[config.mk]
export PLATFORM = sky130hd
export DESIGN_NAME = auction_winner_select
export DESIGN_NICKNAME = d
export VERILOG_FILES = /design/src/aws_pkg.sv /design/src/aws_task_tracker.sv /design/src/aws_winner_reg.sv /design/src/auction_winner_select.sv
export SDC_FILE = /design/constraint.sdc
export NUM_CORES = 1
export LEC_CHECK = 0
export ABC_AREA = 1
export BUFFER_PORTS_ARGS = -buffer_cell sky130_fd_sc_hd__buf_2
export CAP_MARGIN = 20
export CELL_PAD_IN_SITES_DETAIL_PLACEMENT = 0
export CELL_PAD_IN_SITES_GLOBAL_PLACEMENT = 1
export CORE_ASPECT_RATIO = 1.4
export CORE_MARGIN = 1
export CORE_UTILIZATION = 42
export DETAILED_ROUTE_END_ITERATION = 16
export PLACE_DENSITY = 0.8
export REMOVE_ABC_BUFFERS = 1
export SETUP_SLACK_MARGIN = 0.02
export SLEW_MARGIN = 0
export SYNTH_ARGS = -nofsm -noshare
export SYNTH_HDL_FRONTEND = slang
export SYNTH_HIERARCHICAL = 1
export SYNTH_SLANG_ARGS = --single-unit
[constraint.sdc]
create_clock -name clk -period 6.4 [get_ports clk]
set_clock_uncertainty 0.1 [all_clocks]
set_input_delay 0.96 -clock clk [delete_from_list [all_inputs] [get_ports clk]]
set_output_delay 0.96 -clock clk [all_outputs]
set_load 0.02 [all_outputs]
[src/aws_pkg.sv]
`timescale 1ns / 1ps
`default_nettype none
// ----------------------------------------------------------------------------
// aws_pkg
// Shared constants, register codes and record types for the auction winner
// selection block.
// ----------------------------------------------------------------------------
package aws_pkg;

    // Block limits.
    localparam int MAX_ROBOTS = 16;
    localparam int MAX_TASKS  = 256;
    localparam int BID_BITS   = 32;

    // Field widths.
    localparam int TASK_W      = 8;
    localparam int ROBOT_W     = 4;
    localparam int BID_FIELD_W = 32;
    localparam int RCOUNT_W    = 5;

    // Configuration port.
    localparam int CFG_INDEX_W = 2;
    localparam int CFG_DATA_W  = 5;

    typedef enum logic [CFG_INDEX_W-1:0] {
        CFG_LC_MODE     = 2'd0,
        CFG_ROBOT_COUNT = 2'd1
    } cfg_reg_t;

    localparam logic                LC_MODE_RESET     = 1'b1;
    localparam logic [RCOUNT_W-1:0] ROBOT_COUNT_RESET = 5'd16;

    // Stream packing.
    localparam int S_TDATA_W = 48;
    localparam int S_TUSER_W = 2;
    localparam int M_TDATA_W = 80;
    localparam int M_TUSER_W = 2;

    // Control flags of one record passed from the task tracker to the winner stage.
    typedef struct packed {
        logic cand;   // record carries a candidate winner
        logic close;  // candidate is a closed task of least-contested mode
        logic unc;    // closed task had a single valid bid
        logic rdone;  // last beat of the round
    } rec_ctrl_t;

endpackage : aws_pkg
`default_nettype wire

[src/aws_task_tracker.sv]
`timescale 1ns / 1ps
`default_nettype none
// ----------------------------------------------------------------------------
// aws_task_tracker
// Qualifies each bid beat, tracks lowest and second-lowest bids of the open
// task in least-contested mode, and registers one candidate record per beat.
// ----------------------------------------------------------------------------
module aws_task_tracker
    import aws_pkg::*;
#(
    parameter int BID_W = 32
) (
    input  wire logic                clk,
    input  wire logic                rst_n,
    input  wire logic                lc_mode,
    input  wire logic [RCOUNT_W-1:0] robot_count,
    input  wire logic                in_valid,
    output logic                     in_ready,
    input  wire logic [TASK_W-1:0]   task_index,
    input  wire logic [ROBOT_W-1:0]  robot_index,
    input  wire logic [BID_W-1:0]    bid_value,
    input  wire logic                bid_valid,
    input  wire logic                task_done,
    input  wire logic                round_done,
    output logic                     rec_valid,
    input  wire logic                rec_take,
    output rec_ctrl_t                rec_ctrl,
    output logic [BID_W-1:0]         rec_bid,
    output logic [BID_W-1:0]         rec_margin,
    output logic [ROBOT_W-1:0]       rec_robot,
    output logic [TASK_W-1:0]        rec_task
);

    // Open task state.
    logic [BID_W-1:0]   low_reg;
    logic [BID_W-1:0]   sec_reg;
    logic               has_low_reg;
    logic               has_sec_reg;
    logic [ROBOT_W-1:0] robot_reg;
    logic               rec_valid_reg;
    rec_ctrl_t          rec_ctrl_reg;
    logic [BID_W-1:0]   rec_bid_reg;
    logic [BID_W-1:0]   rec_margin_reg;
    logic [ROBOT_W-1:0] rec_robot_reg;
    logic [TASK_W-1:0]  rec_task_reg;

    logic [BID_W-1:0]   low_next;
    logic [BID_W-1:0]   sec_next;
    logic               has_low_next;
    logic               has_sec_next;
    logic [ROBOT_W-1:0] robot_next;
    logic [BID_W-1:0]   margin_next;
    rec_ctrl_t          rec_ctrl_next;
    logic [BID_W-1:0]   rec_bid_next;
    logic [BID_W-1:0]   rec_margin_next;
    logic [ROBOT_W-1:0] rec_robot_next;

    logic [RCOUNT_W-1:0] robots_eff;
    logic                robot_ok;
    logic                task_ok;
    logic                lc;
    logic                valid_eff;
    logic                close_task;
    logic                in_fire;
    logic                new_low;
    logic                new_sec;
    logic [BID_W-1:0]    margin_low;
    logic [BID_W-1:0]    margin_sec;
    logic [BID_W-1:0]    margin_keep;

    // A new beat enters when the record slot is free or being drained.
    assign in_ready = !rec_valid_reg || rec_take;
    assign in_fire  = in_valid && in_ready;

    // Bid qualification against the robot count and the task range.
    assign robots_eff = (robot_count > RCOUNT_W'(MAX_ROBOTS)) ?
                        RCOUNT_W'(MAX_ROBOTS) : robot_count;
    assign robot_ok   = RCOUNT_W'(robot_index) < robots_eff;
    assign task_ok    = 32'(task_index) < 32'(MAX_TASKS);
    assign valid_eff  = bid_valid && robot_ok && task_ok;
    assign lc         = lc_mode && (robot_count > RCOUNT_W'(1));
    assign close_task = task_done || round_done;

    // Compares and the three possible margins run side by side.
    assign new_low     = !has_low_reg || (bid_value < low_reg);
    assign new_sec     = !has_sec_reg || (bid_value < sec_reg);
    assign margin_low  = low_reg - bid_value;
    assign margin_sec  = bid_value - low_reg;
    assign margin_keep = sec_reg - low_reg;

    // Updated task state including this beat.
    always_comb
    begin
        low_next     = low_reg;
        sec_next     = sec_reg;
        has_low_next = has_low_reg;
        has_sec_next = has_sec_reg;
        robot_next   = robot_reg;
        margin_next  = margin_keep;
        if (valid_eff)
        begin
            if (new_low)
            begin
                low_next     = bid_value;
                sec_next     = low_reg;
                has_low_next = 1'b1;
                has_sec_next = has_low_reg;
                robot_next   = robot_index;
                margin_next  = margin_low;
            end
            else if (new_sec)
            begin
                sec_next     = bid_value;
                has_sec_next = 1'b1;
                margin_next  = margin_sec;
            end
        end
    end

    // Candidate record for the winner stage.
    always_comb
    begin
        rec_ctrl_next.close = lc;
        rec_ctrl_next.rdone = round_done;
        rec_ctrl_next.unc   = lc && !has_sec_next;
        if (lc)
        begin
            rec_ctrl_next.cand = close_task && has_low_next;
            rec_bid_next       = low_next;
            rec_margin_next    = has_sec_next ? margin_next : '0;
            rec_robot_next     = robot_next;
        end
        else
        begin
            rec_ctrl_next.cand = valid_eff;
            rec_bid_next       = bid_value;
            rec_margin_next    = '0;
            rec_robot_next     = robot_index;
        end
    end

    // Task state and record control.
    always_ff @(posedge clk or negedge rst_n)
    begin
        if (!rst_n)
        begin
            has_low_reg   <= 1'b0;
            has_sec_reg   <= 1'b0;
            rec_valid_reg <= 1'b0;
            rec_ctrl_reg  <= '0;
        end
        else
        begin
            if (in_fire)
            begin
                rec_valid_reg <= 1'b1;
                rec_ctrl_reg  <= rec_ctrl_next;
                if (round_done || (lc && task_done))
                begin
                    has_low_reg <= 1'b0;
                    has_sec_reg <= 1'b0;
                end
                else if (lc)
                begin
                    has_low_reg <= has_low_next;
                    has_sec_reg <= has_sec_next;
                end
            end
            else if (rec_take)
            begin
                rec_valid_reg <= 1'b0;
            end
        end
    end

    // Payload registers.
    always_ff @(posedge clk)
    begin
        if (in_fire)
        begin
            if (lc)
            begin
                low_reg   <= low_next;
                sec_reg   <= sec_next;
                robot_reg <= robot_next;
            end
            rec_bid_reg    <= rec_bid_next;
            rec_margin_reg <= rec_margin_next;
            rec_robot_reg  <= rec_robot_next;
            rec_task_reg   <= task_index;
        end
    end

    assign rec_valid  = rec_valid_reg;
    assign rec_ctrl   = rec_ctrl_reg;
    assign rec_bid    = rec_bid_reg;
    assign rec_margin = rec_margin_reg;
    assign rec_robot  = rec_robot_reg;
    assign rec_task   = rec_task_reg;

endmodule : aws_task_tracker
`default_nettype wire

[src/aws_winner_reg.sv]
`timescale 1ns / 1ps
`default_nettype none
// ----------------------------------------------------------------------------
// aws_winner_reg
// Holds the round's running winner, folds in one candidate record per cycle
// unless a round-end record waits, and loads the result register at round end.
// ----------------------------------------------------------------------------
module aws_winner_reg
    import aws_pkg::*;
#(
    parameter int BID_W = 32
) (
    input  wire logic               clk,
    input  wire logic               rst_n,
    input  wire logic               rec_valid,
    output logic                    rec_take,
    input  wire rec_ctrl_t          rec_ctrl,
    input  wire logic [BID_W-1:0]   rec_bid,
    input  wire logic [BID_W-1:0]   rec_margin,
    input  wire logic [ROBOT_W-1:0] rec_robot,
    input  wire logic [TASK_W-1:0]  rec_task,
    output logic                    out_valid,
    input  wire logic               out_ready,
    output logic                    out_found,
    output logic [ROBOT_W-1:0]      out_robot,
    output logic [TASK_W-1:0]       out_task,
    output logic [BID_W-1:0]        out_bid,
    output logic                    out_unc,
    output logic [BID_W-1:0]        out_margin
);

    // Running winner.
    logic               found_reg;
    logic [BID_W-1:0]   bid_reg;
    logic [BID_W-1:0]   margin_reg;
    logic               unc_reg;
    logic [ROBOT_W-1:0] robot_reg;
    logic [TASK_W-1:0]  task_reg;
    // Result register.
    logic               out_valid_reg;
    logic               out_found_reg;
    logic [ROBOT_W-1:0] out_robot_reg;
    logic [TASK_W-1:0]  out_task_reg;
    logic [BID_W-1:0]   out_bid_reg;
    logic               out_unc_reg;
    logic [BID_W-1:0]   out_margin_reg;

    logic               found_next;
    logic [BID_W-1:0]   bid_next;
    logic [BID_W-1:0]   margin_next;
    logic               unc_next;
    logic [ROBOT_W-1:0] robot_next;
    logic [TASK_W-1:0]  task_next;
    logic               beats;
    logic               bid_lower;
    logic               load_out;

    // A round-end record waits only while an untaken result holds the register.
    assign rec_take = rec_valid && (!rec_ctrl.rdone || !out_valid_reg || out_ready);
    assign load_out = rec_take && rec_ctrl.rdone;

    // Does the candidate beat the current winner?
    assign bid_lower = rec_bid < bid_reg;
    always_comb
    begin
        beats = 1'b0;
        if (rec_ctrl.cand)
        begin
            priority if (!found_reg)
                beats = 1'b1;
            else if (!rec_ctrl.close)
                beats = bid_lower;
            else if (rec_ctrl.unc != unc_reg)
                beats = rec_ctrl.unc;
            else if (!rec_ctrl.unc && (rec_margin != margin_reg))
                beats = rec_margin > margin_reg;
            else
                beats = bid_lower;
        end
    end

    // Winner including the current record.
    always_comb
    begin
        found_next  = found_reg;
        bid_next    = bid_reg;
        margin_next = margin_reg;
        unc_next    = unc_reg;
        robot_next  = robot_reg;
        task_next   = task_reg;
        if (beats)
        begin
            found_next  = 1'b1;
            bid_next    = rec_bid;
            margin_next = rec_margin;
            unc_next    = rec_ctrl.unc;
            robot_next  = rec_robot;
            task_next   = rec_task;
        end
    end

    // Control: winner flag and result valid.
    always_ff @(posedge clk or negedge rst_n)
    begin
        if (!rst_n)
        begin
            found_reg     <= 1'b0;
            out_valid_reg <= 1'b0;
        end
        else
        begin
            if (rec_take)
            begin
                found_reg <= rec_ctrl.rdone ? 1'b0 : found_next;
            end
            if (load_out)
            begin
                out_valid_reg <= 1'b1;
            end
            else if (out_ready)
            begin
                out_valid_reg <= 1'b0;
            end
        end
    end

    // Winner payload and result payload; an empty round reports all zeros.
    always_ff @(posedge clk)
    begin
        if (rec_take)
        begin
            bid_reg    <= bid_next;
            margin_reg <= margin_next;
            unc_reg    <= unc_next;
            robot_reg  <= robot_next;
            task_reg   <= task_next;
        end
        if (load_out)
        begin
            out_found_reg  <= found_next;
            out_robot_reg  <= found_next ? robot_next  : '0;
            out_task_reg   <= found_next ? task_next   : '0;
            out_bid_reg    <= found_next ? bid_next    : '0;
            out_unc_reg    <= found_next && unc_next;
            out_margin_reg <= found_next ? margin_next : '0;
        end
    end

    assign out_valid  = out_valid_reg;
    assign out_found  = out_found_reg;
    assign out_robot  = out_robot_reg;
    assign out_task   = out_task_reg;
    assign out_bid    = out_bid_reg;
    assign out_unc    = out_unc_reg;
    assign out_margin = out_margin_reg;

endmodule : aws_winner_reg
`default_nettype wire

[src/auction_winner_select.sv]
`timescale 1ns / 1ps
`default_nettype none
// ----------------------------------------------------------------------------
// auction_winner_select
// Winner selection for one round of a sequential auction.
// ----------------------------------------------------------------------------
// The block takes one bid beat per clock cycle unless stalled and returns one
// result beat for each beat that carries tlast (round end), registered in the
// tracker's record register and then the winner stage's result register. The
// rate is set by the task tracker, which in least-contested mode folds each
// bid into the open task's lowest and second-lowest bids, and by the winner
// stage, which folds one candidate per cycle into the running winner unless a
// round-end record waits. Input keeps flowing while a result waits on the
// master side; once a further round-end beat has entered the tracker, input
// stalls until the waiting result is taken. Configuration writes are taken
// every cycle and should be made while the block is idle.
// ----------------------------------------------------------------------------
module auction_winner_select
    import aws_pkg::*;
#(
    parameter int BID_BITS = aws_pkg::BID_BITS
) (
    input  wire logic                   clk,
    input  wire logic                   rst_n,
    // Configuration write channel.
    input  wire logic                   cfg_valid,
    output logic                        cfg_ready,
    input  wire logic [CFG_INDEX_W-1:0] cfg_index,
    input  wire logic [CFG_DATA_W-1:0]  cfg_data,
    // Bid stream.
    input  wire logic                   s_tvalid,
    output logic                        s_tready,
    // task_index[7:0], robot_index[11:8], bid_value[43:12], zero[47:44]
    input  wire logic [S_TDATA_W-1:0]   s_tdata,
    // bid_valid[0], task_done[1]
    input  wire logic [S_TUSER_W-1:0]   s_tuser,
    // round_done
    input  wire logic                   s_tlast,
    // Winner stream.
    output logic                        m_tvalid,
    input  wire logic                   m_tready,
    // winner_robot[3:0], winner_task[11:4], winner_bid[43:12],
    // winner_margin[75:44], zero[79:76]
    output logic [M_TDATA_W-1:0]        m_tdata,
    // winner_found[0], winner_uncontested[1]
    output logic [M_TUSER_W-1:0]        m_tuser
);

    // Bids wider than the field carry no extra bits.
    localparam int BID_W = (BID_BITS < BID_FIELD_W) ? BID_BITS : BID_FIELD_W;

    logic                lc_mode_reg;
    logic [RCOUNT_W-1:0] robot_count_reg;

    logic               rec_valid;
    logic               rec_take;
    rec_ctrl_t          rec_ctrl;
    logic [BID_W-1:0]   rec_bid;
    logic [BID_W-1:0]   rec_margin;
    logic [ROBOT_W-1:0] rec_robot;
    logic [TASK_W-1:0]  rec_task;

    logic               out_found;
    logic [ROBOT_W-1:0] out_robot;
    logic [TASK_W-1:0]  out_task;
    logic [BID_W-1:0]   out_bid;
    logic               out_unc;
    logic [BID_W-1:0]   out_margin;

    // Configuration registers; indexes outside the list are ignored.
    assign cfg_ready = 1'b1;

    always_ff @(posedge clk or negedge rst_n)
    begin
        if (!rst_n)
        begin
            lc_mode_reg     <= LC_MODE_RESET;
            robot_count_reg <= ROBOT_COUNT_RESET;
        end
        else if (cfg_valid && cfg_ready)
        begin
            unique case (cfg_index)
                CFG_LC_MODE:     lc_mode_reg     <= cfg_data[0];
                CFG_ROBOT_COUNT: robot_count_reg <= cfg_data[RCOUNT_W-1:0];
                default:         ;
            endcase
        end
    end

    // Per-task tracking.
    aws_task_tracker #(
        .BID_W (BID_W)
    ) u_tracker (
        .clk         (clk),
        .rst_n       (rst_n),
        .lc_mode     (lc_mode_reg),
        .robot_count (robot_count_reg),
        .in_valid    (s_tvalid),
        .in_ready    (s_tready),
        .task_index  (s_tdata[7:0]),
        .robot_index (s_tdata[11:8]),
        .bid_value   (s_tdata[12 +: BID_W]),
        .bid_valid   (s_tuser[0]),
        .task_done   (s_tuser[1]),
        .round_done  (s_tlast),
        .rec_valid   (rec_valid),
        .rec_take    (rec_take),
        .rec_ctrl    (rec_ctrl),
        .rec_bid     (rec_bid),
        .rec_margin  (rec_margin),
        .rec_robot   (rec_robot),
        .rec_task    (rec_task)
    );

    // Round winner and result register.
    aws_winner_reg #(
        .BID_W (BID_W)
    ) u_winner (
        .clk        (clk),
        .rst_n      (rst_n),
        .rec_valid  (rec_valid),
        .rec_take   (rec_take),
        .rec_ctrl   (rec_ctrl),
        .rec_bid    (rec_bid),
        .rec_margin (rec_margin),
        .rec_robot  (rec_robot),
        .rec_task   (rec_task),
        .out_valid  (m_tvalid),
        .out_ready  (m_tready),
        .out_found  (out_found),
        .out_robot  (out_robot),
        .out_task   (out_task),
        .out_bid    (out_bid),
        .out_unc    (out_unc),
        .out_margin (out_margin)
    );

    // Result beat packing.
    assign m_tdata = {4'b0000,
                      BID_FIELD_W'(out_margin),
                      BID_FIELD_W'(out_bid),
                      out_task,
                      out_robot};
    assign m_tuser = {out_unc, out_found};

endmodule : auction_winner_select
`default_nettype wire

# --- After elaboration in Yosys (flattened, before gate mapping) ---
# Cells that the tools add are included.
word_totals:
  reg_bits: 314
  inputBits: 63
classes:
  n_addsub: 3
  n_lt_le_gt_ge: 7
  eq_ne: 3
  n_mux: 38
  reduce_logical: 35
ops:
  columns: ["op", "n"]
  rows:
  - ["$mux W32", 10]
  - ["$lt A32 B32 Y1", 3]
  - ["$sub A32 B32 Y32", 3]
  - ["$gt A32 B32 Y1", 1]
  - ["$ne A32 B32 Y1", 1]
  - ["$mux W1", 22]
  - ["$mux W4", 4]
  - ["$logic_and A1 B1 Y1", 10]
  - ["$reduce_and A2 Y1", 5]
  - ["$mux W8", 1]
  - ["$reduce_bool A2 Y1", 4]
  - ["$logic_not A1 Y1", 7]
  - ["$logic_or A1 B1 Y1", 7]
  - ["$gt A5 B1 Y1 const B", 1]
  - ["$gt A5 B5 Y1 const B", 1]
  - ["$lt A4 B5 Y1", 1]
  - ["$mux W5", 1]
  - ["$reduce_and A4 Y1", 1]
  - ["$eq A2 B1 Y1 const B", 1]
  - ["$logic_not A2 Y1", 1]
  - ["$ne A1 B1 Y1", 1]

# --- Logic depth before layout (Yosys ltp) ---
# Gate-level depths: netlist of the first run.
logic_depth:
  word_depth: 9
  depth_mapped: 23
  mapped_depth_nobuf: 21

# --- Hierarchy ---
# The synthesis of the first run kept the hierarchy.
by_module_without_submodules:
  columns: ["module", "instances", "cells_per_inst", "area_each_um2", "seq_area_each_um2"]
  rows:
  - ["aws_task_tracker", 1, 2018, 14089.8, 4499.3]
  - ["aws_winner_reg", 1, 961, 8519.4, 4704.5]
  - ["auction_winner_select", 1, 38, 330.3, 152.6]

# --- Least setup slack after synthesis of the first run ---
# Ideal clock, no wire load.
synth_timing:
  path_kind: "input to register"
  startpoint: "input m_tready"
  endpoint: "register u_tracker.sec_reg[0], enable pin"
  setup_ns: 0.432
  t_arrival_ns: 6.769
  required_time_ns: 5.868
  setup_slack_ns: -0.901
  cell_stages: 8
  cell_sequence: "o31ai_1 > inv_1 > inv_1 > nand2_1 > nand2_1 > nor2_1 > inv_1 > a21oi_1"
synth_between:
  elab_chain_cells: 5
synth_rtl:
  columns: ["item", "line_no", "text"]
  rows:
  - ["from (decl)", "auction_winner_select.sv:41", "input wire logic m_tready,"]
  - ["$logic_or A1 B1 Y1", "aws_winner_reg.sv:59", "assign rec_take = rec_valid && (!rec_ctrl.rdone || !out_valid_reg || out_ready);"]
  - ["$logic_and A1 B1 Y1", "aws_winner_reg.sv:59", null]
  - ["via rec_take", "auction_winner_select.sv:56", "logic rec_take;"]
  - ["$logic_or A1 B1 Y1", "aws_task_tracker.sv:72", "assign in_ready = !rec_valid_reg || rec_take;"]
  - ["via s_tready", "auction_winner_select.sv:32", "output logic s_tready,"]
  - ["$logic_and A1 B1 Y1", "aws_task_tracker.sv:73", "assign in_fire = in_valid && in_ready;"]
  - ["$reduce_and A4 Y1 (no source line)", null, null]
  - ["to (signal assigned)", "aws_task_tracker.sv:184", "sec_reg <= sec_next;"]
  - ["to (decl)", "aws_task_tracker.sv:36", "logic [BID_W-1:0] sec_reg;"]
# The timed path passes the listed nets, and every way through them passes these cells.
# A chain may end at the register's enable or synchronous reset.

# --- Worst setup path in the final report of the first run ---
layout_timing:
  startpoint: "input s_tdata[12]"
  endpoint: "register u_tracker.rec_bid_reg[14], in the netlist u_tracker/rec_bid[14] (data pin)"
layout_between:
  elab_chain_cells: 5
layout_rtl:
  columns: ["item", "line_no", "text"]
  rows:
  - ["from (decl)", "auction_winner_select.sv:34", "input wire logic [S_TDATA_W-1:0] s_tdata,"]
  - ["$lt A32 B32 Y1", "aws_task_tracker.sv:85", "assign new_low = !has_low_reg || (bid_value < low_reg);"]
  - ["$logic_or A1 B1 Y1", "aws_task_tracker.sv:85", null]
  - ["$mux W32", "aws_task_tracker.sv:102", "if (new_low)"]
  - ["$mux W32", "aws_task_tracker.sv:100", "if (valid_eff)"]
  - ["via u_tracker.low_next[14]", "aws_task_tracker.sv:47", "logic [BID_W-1:0] low_next;"]
  - ["$mux W32", "aws_task_tracker.sv:126", "if (lc)"]
  - ["via u_tracker.rec_bid_next[14]", "aws_task_tracker.sv:54", "logic [BID_W-1:0] rec_bid_next;"]
  - ["to (signal assigned)", "aws_task_tracker.sv:187", "rec_bid_reg <= rec_bid_next;"]
  - ["to (decl)", "aws_task_tracker.sv:42", "logic [BID_W-1:0] rec_bid_reg;"]
# The timed path passes the listed nets, and every way through them passes these cells.

==> flow_metrics.tcl, run 1 <==
set metrics [dict create \
    status "finished clean" \
    hpwl_mm 52.8 \
    setup_viol 0 \
    cts_tree "built" \
    grt_usage 0.244 \
    crit_fanout 49 \
    power.switching_w 0.00395 \
    die_h_um 279 \
    hp-class "input port to asynchronous set/reset pin" \
    p_int_w 0.00552 \
    clk_latency_ns 0.57 \
    syn_area_um2 22900 \
    first_pass_iters 5 \
    yosys.cell_types.count 47 \
    pwr-share-comb 0.432 \
    grt_pass1_wl_mm 104 \
    grt_remaining_overflow 0 \
    core_area_um2 54100 \
    antenna_found_initial 0 \
    path_clk_slew_ns 0.07 \
    startpoint_type "input port" \
    critical_path_class "input port to flip-flop" \
    viasPerCell 5.01 \
    max_cap_violations 0 \
    drc_errors 0 \
    power_frac_clock 0.191 \
    clockBufferDepth 3 \
    yosys-top-cells-area "edfxtp_1, nand2_1, ha_1" \
    post_cts_buffers 0 \
    die_w_um 200 \
    cts_resized 0 \
    p_total_w 0.00947 \
    peakVddDrop_uv 203 \
    p_seq_frac 0.377 \
    synth-seq-area-share 0.408 \
    cts_buffers 30 \
    cellLeakagePower_nw 12.7 \
    start_util 0.424 \
    synth_flop_cell "edfxtp_1" \
    finalWorstSetupSlack_ns 2.18 \
    drt-total-wl_mm 67.6 \
    wl_per_cell_um 17.5 \
    fp-row-count 101 \
    yosysTopAreaCell "edfxtp_1" \
    required_ns 6.62 \
    drive_gt1_frac 0.102 \
    cts_sinks 314 \
    yosys_warnings 6 \
    vias 19400 \
    fmax_ghz 0.237 \
    finalHoldViolCount 0 \
    synth_top_cell_area_share 0.391 \
    rr_worst_depth 18 \
    final_common_cell "nand2_1" \
    cts_max_level 1 \
    ys_seq_elements 314 \
    grt_pass1_vias 18800 \
    switching_share 0.417 \
    routabilityCongestion 0.956 \
    portBuffers 138 \
    final_max_slew_viol_count 0 \
    crit_path_end_kind "flip-flop" \
    p_per_area_nw_per_um2 376 \
    die_area_um2 55600 \
    period_minus_slack_ns 4.22 \
    rsz0062_at_grt "no" \
    synth_edf_count 299 \
    area_growth_syn_to_layout_pct 9.86 \
    num_io_pins 148 \
    num-fill-cells 5505 \
    clk_root_buffer_cell "clkbuf_16" \
    relSlewSlack 0.295 \
    finalSetupTns_ns 0 \
    nNetsFinal 3380 \
    layout_common_cells "nand2_1, inv_1, edfxtp_1" \
    grt_max_degree 79 \
    timing.reg2reg.setup_slack_ns 2.23 \
    tightest_slew_ns 1.06 \
    synthArstFlopShare 0.0478 \
    crit_arrival_ns 4.45 \
    netlist_instances 3017 \
    avgSynthCellArea_um2 7.60 \
    ant_nets 0 \
    fin_crit_sh 0.660 \
    pre_cts_slack_ns 1.71 \
    cts_hold_buf 0 \
    drt-initial-drc-count 1255 \
]
## power groups by stage
stage	Sequential [W]	Combinational (W)	Clock, W
CTS	0.00358	0.00412	0.00186
finish	0.00357	0.00409	0.00181
detailed placement	0.00362	0.00410	0
floorplan	0.00382	0.00259	0
global placement	0.00360	0.00401	0
global route	0.00364	0.00463	0.00194
## synthesized netlist by cell type, types with 7 or more instances
master	number
buf_4	14
nand4_1	31
clkbuf_1	34
xnor2_1	7
nor3_1	12
nand2_2	38
buf_6	10
inv_2	12
a21oi_1	163
nor2_1	252
inv_1	543
a21o_1	10
o21a_1	10
nand3_1	215
xor2_1	37
ha_1	191
buf_2	27
o21ai_0	127
o21ai_2	34
o21ai_1	9
nand2_1	869
dfrtp_1	13
edfxtp_1	299
## worst paths after layout
check,startpoint,end
hold / removal,rst_n,robot_count_reg[3]
min in group clk,lc_mode_reg,lc_mode_reg
setup reg to reg,u_tracker/low_reg[0],u_tracker/rec_bid[14]
hold reg to reg,lc_mode_reg,lc_mode_reg
setup / recovery,s_tdata[12],u_tracker/rec_bid[14]
max in group asynchronous,rst_n,lc_mode_reg
## area by class of cell
| type | count | area (um2) | share of cell area |
|---|---|---|---|
| clock inverters | 20 | 198 | 0.00784 |
| multi-input cells | 2061 | 11000 | 0.436 |
| inverters | 555 | 2090 | 0.0828 |
| diodes | 1 | 2.50 | 0.0000993 |
| repair buffers | 161 | 876 | 0.0348 |
| well taps | 721 | 902 | 0.0358 |
| flip-flops and latches | 314 | 9360 | 0.371 |
| clock buffers | 36 | 795 | 0.0315 |
## per-stage QoR
stage / cell area [um2] / util / instances / hold slack, ns
5_1_grt: 25200 / 0.466 / 3868 / 0.210
2_1_floorplan: 22400 / - / 2930 / 0.339
3_3_place_gp: 24200 / 0.448 / 3812 / 0.355
3_5_place_dp: 24200 / 0.448 / 3812 / 0.380
4_1_cts: 25200 / 0.466 / 3868 / 0.189
6_report: 25200 / 0.466 / 3869 / 0.198
## layer usage
| layer | wire length, um | vias to the layer above | share of wire | GRT usage |
|---|---|---|---|---|
| li1 | - | 9875 | - | - |
| met1 | 29400 | 8963 | 0.43 | 0.318 |
| met2 | 33400 | 440 | 0.49 | 0.425 |
| met3 | 2600 | 94 | 0.038 | 0.0149 |
| met4 | 2190 | 0 | 0.032 | 0.0801 |
| met5 | 0 | - | 0 | 0 |
## worst max-delay path: stages
cell,delay [ns]
buf_2,0.09
inv_1,0.08
ha_1,0.28
fa_1,0.42
inv_1,0.14
nand3_1,0.09
nand3_1,0.17
nand2_1,0.10
nand2_2,0.13
nand2_1,0.06
nand2_1,0.19
nand2_1,0.09
nand2_2,0.09
nand2_4,0.32
nand2_4,0.48
buf_12,0.30
nand2_2,0.08
o21ai_2,0.07
nand2_1,0.06
o21ai_0,0.21
## kinds of logic (layout without fill, tap and decap cells)
kind of cell / Yosys count / after routing / share of synthesized area
XOR/XNOR: 44 / 44 / 0.0168
buffers and inverters: 645 / 772 / 0.115
flip-flops: 314 / 314 / 0.408
adder cells (fa/ha/maj): 194 / 194 / 0.107
AND/OR/NAND/NOR: 1444 / 1444 / 0.261
other: 2 / 6 / 0.000327
AO/OA/AOI/OAI: 374 / 374 / 0.0920
Note: power is estimated with default switching activity, not from simulation.
==> inputs of run 2 (changes only) <==
--- a/config.mk
+++ b/config.mk
@@ -5,16 +5,16 @@
 export SDC_FILE = /design/constraint.sdc
 export NUM_CORES = 1
 export LEC_CHECK = 0
-export ABC_AREA = 1
+export ABC_AREA = 0
 export BUFFER_PORTS_ARGS = -buffer_cell sky130_fd_sc_hd__buf_2
 export CAP_MARGIN = 20
 export CELL_PAD_IN_SITES_DETAIL_PLACEMENT = 0
 export CELL_PAD_IN_SITES_GLOBAL_PLACEMENT = 1
 export CORE_ASPECT_RATIO = 1.4
 export CORE_MARGIN = 1
-export CORE_UTILIZATION = 42
+export CORE_UTILIZATION = 44
 export DETAILED_ROUTE_END_ITERATION = 16
-export PLACE_DENSITY = 0.8
+export PLACE_DENSITY = 0.79
 export REMOVE_ABC_BUFFERS = 1
 export SETUP_SLACK_MARGIN = 0.02
 export SLEW_MARGIN = 0
==> constraint.sdc (replaced) <==
create_clock -name clk -period 3.5 [get_ports clk]
set_clock_uncertainty 0.1 [all_clocks]
set_input_delay 0.525 -clock clk [delete_from_list [all_inputs] [get_ports clk]]
set_output_delay 0.525 -clock clk [all_outputs]
set_load 0.02 [all_outputs]
==> run 2 against run 1 <==
Against the previous run:
- the run now ends with negative setup slack left
- synthesized cell count shrank 31%
- routed wire length decreased by 1.2%
- sequential cell count stayed put
- critical endpoint is now u_tracker/rec_margin[24]
==> flow_metrics.tcl, run 2 <==
set metrics [dict create \
    cts_tree "built" \
    start_util 0.450 \
    crit_fanout 5 \
    grt_max_degree 79 \
    grt_remaining_overflow 0 \
    peakVddDrop_uv 411 \
    setup_viol 6 \
    critical_path_class "flip-flop to flip-flop" \
    yosysTopAreaCell "edfxtp_1" \
    tightest_slew_ns 1.12 \
    fp-row-count 94 \
    num_io_pins 148 \
    area_growth_syn_to_layout_pct 25.4 \
    synth_edf_count 299 \
    final_common_cell "edfxtp_1" \
    crit_path_end_kind "flip-flop" \
    drive_gt1_frac 0.275 \
    layout_common_cells "edfxtp_1, buf_4, inv_1" \
    hp-class "input port to flip-flop" \
    p_seq_frac 0.348 \
    cts_max_level 2 \
    clk_latency_ns 0.54 \
    ys_seq_elements 314 \
    violations "negative setup slack" \
    clockBufferDepth 3 \
    yosys_warnings 6 \
    period_minus_slack_ns 3.53 \
    synth_common_cells "edfxtp_1, inv_1, nand2_1" \
    crit_arrival_ns 3.72 \
    viasPerCell 5.69 \
    synth_simple_gate_area_frac 0.100 \
    switching_share 0.370 \
    portBuffers 138 \
    synthArstFlopShare 0.0478 \
    yosys.cell_types.count 94 \
    final_max_slew_viol_count 0 \
    grt_pass1_wl_mm 99.9 \
    power_frac_clock 0.235 \
    finalHoldViolCount 0 \
    rsz0062_at_grt "yes" \
    grt_usage 0.263 \
    routabilityCongestion 0.950 \
    wl_per_cell_um 21.5 \
    required_ns 3.69 \
    cts_sinks 314 \
    final_util 0.564 \
    diodes 0 \
    drt-total-wl_mm 66.8 \
    ant_nets 0 \
    core_area_um2 47300 \
    antenna_found_initial 0 \
    muxShareOfSynthArea 0.0662 \
    path_clk_slew_ns 0.07 \
    cellLeakagePower_nw 11.8 \
    max_cap_violations 0 \
    cts_buffers 35 \
    relSlewSlack 0.254 \
    pwr-share-comb 0.417 \
    clk_root_buffer_cell "clkbuf_16" \
    p_per_area_nw_per_um2 643 \
    synth_compound_area_frac 0.192 \
    first_pass_iters 7 \
    fin_crit_sh 1.01 \
    status "complete, but fails checks" \
    hpwl_mm 50.1 \
    die_h_um 262 \
    yosys-top-cells-area "edfxtp_1, ha_1, inv_1" \
    vias 17700 \
    power.switching_w 0.00634 \
    p_int_w 0.0108 \
    synth-seq-area-share 0.440 \
    syn_area_um2 21300 \
    synth_top_cell_area_share 0.422 \
    nNetsFinal 2719 \
    synth_top_family_by_area "compound AO/OA/AOI/OAI gates" \
    synth_flop_cell "edfxtp_1" \
    synth_adder_area_share 0.115 \
    grt_pass1_vias 17700 \
    p_total_w 0.0172 \
    startpoint_type "flip-flop" \
    synth-xor-area-share 0.0132 \
    synth.most_common_cell "edfxtp_1" \
    finalWorstSetupSlack_ns -0.0275 \
    drt-initial-drc-count 1172 \
    die_area_um2 49200 \
    drc_errors 0 \
    fmax_ghz 0.283 \
    die_w_um 188 \
    netlist_instances 2084 \
    avgSynthCellArea_um2 10.2 \
]
==> run 2: final cells by class <==
type | count | area, um2
tap | 624 | 781
timing repair buffer | 440 | 3340
sequential | 314 | 9360
clock inverter | 25 | 329
inverter | 260 | 980
clock buffer | 38 | 908
fill | 4190 | 20600
multi-input combinational | 1411 | 11000
==> run 2: repair_timing <==
action / in CTS / in global routing
pin swaps: 5 / 47
endpoints found under the hold margin: 13 / 0
gates cloned: 0 / 8
gates resized for setup: 24 / 109
setup endpoints to repair: 61 / 179
hold buffers: 1 / 0
setup buffers: 2 / 8
==> run 2: power by group through the flow <==
stage | registers [W] | logic (W) | clock network [W]
CTS | 0.00596 | 0.00675 | 0.00411
global route | 0.00606 | 0.00771 | 0.00423
detailed placement | 0.00603 | 0.00666 | 0
finish | 0.00597 | 0.00716 | 0.00403
floorplan | 0.00620 | 0.00377 | 0
global placement | 0.00599 | 0.00650 | 0
==> run 2: through the flow <==
step	std cells	hold WS [ns]	setup slack (ns)	TNS, ns	area, um2
global placement	3030	0.394	-0.377	-13.42	24600
floorplan	1984	0.129	-6.58	-2164.87	20700
global route	3112	0.0355	-0.171	-1.96	26700
CTS	3096	0.0392	-0.0629	-0.0629	25900
finish	3112	0.0574	-0.0275	-0.0972	26700
detailed placement	3030	0.393	-0.382	-18.90	24600
==> run 2: logic make-up after synthesis <==
| family | Yosys count |
|---|---|
| AO/OA/AOI/OAI | 600 |
| XOR/XNOR | 32 |
| adder cells (fa/ha/maj) | 194 |
| buffers and inverters | 363 |
| flip-flops | 314 |
| multiplexers | 131 |
| other | 2 |
| AND/OR/NAND/NOR | 448 |
==> run 2: worst paths after layout <==
kind	from	to	slack, ns	depth (start not counted)
setup reg to reg	u_tracker/low_reg[0]	u_tracker/rec_margin[24]	-0.03	14
max in group asynchronous	rst_n	robot_count_reg[4]	2.60	2
hold reg to reg	robot_count_reg[0]	robot_count_reg[0]	0.43	1
hold / removal	s_tdata[4]	u_tracker/rec_task[4]	0.06	1
setup / recovery	u_tracker/low_reg[0]	u_tracker/rec_margin[24]	-0.03	14
min in group asynchronous	rst_n	u_tracker/rec_ctrl[0]	0.36	2
==> run 2: critical path: stages, from the launching register on <==
cell and delay [ns]:
edfxtp_1 0.36, buf_6 0.12, inv_4 0.04, ha_4 0.16, fa_2 0.39, nand3b_1 0.23
a2111oi_4 0.42, nor3_4 0.12, o21ai_2 0.23, a221oi_4 0.11, o211ai_1 0.23, buf_4 0.16
a221oi_2 0.06, a221o_1 0.32, a32o_1 0.22
==> run 2: layer usage <==
metal  track usage  wire, um  up-vias
met5             0         0        -
met3        0.0295      2980      137
met4        0.0930      2240        0
met2         0.473     33700      516
met1         0.324     27900     8608
li1              -         -     8456
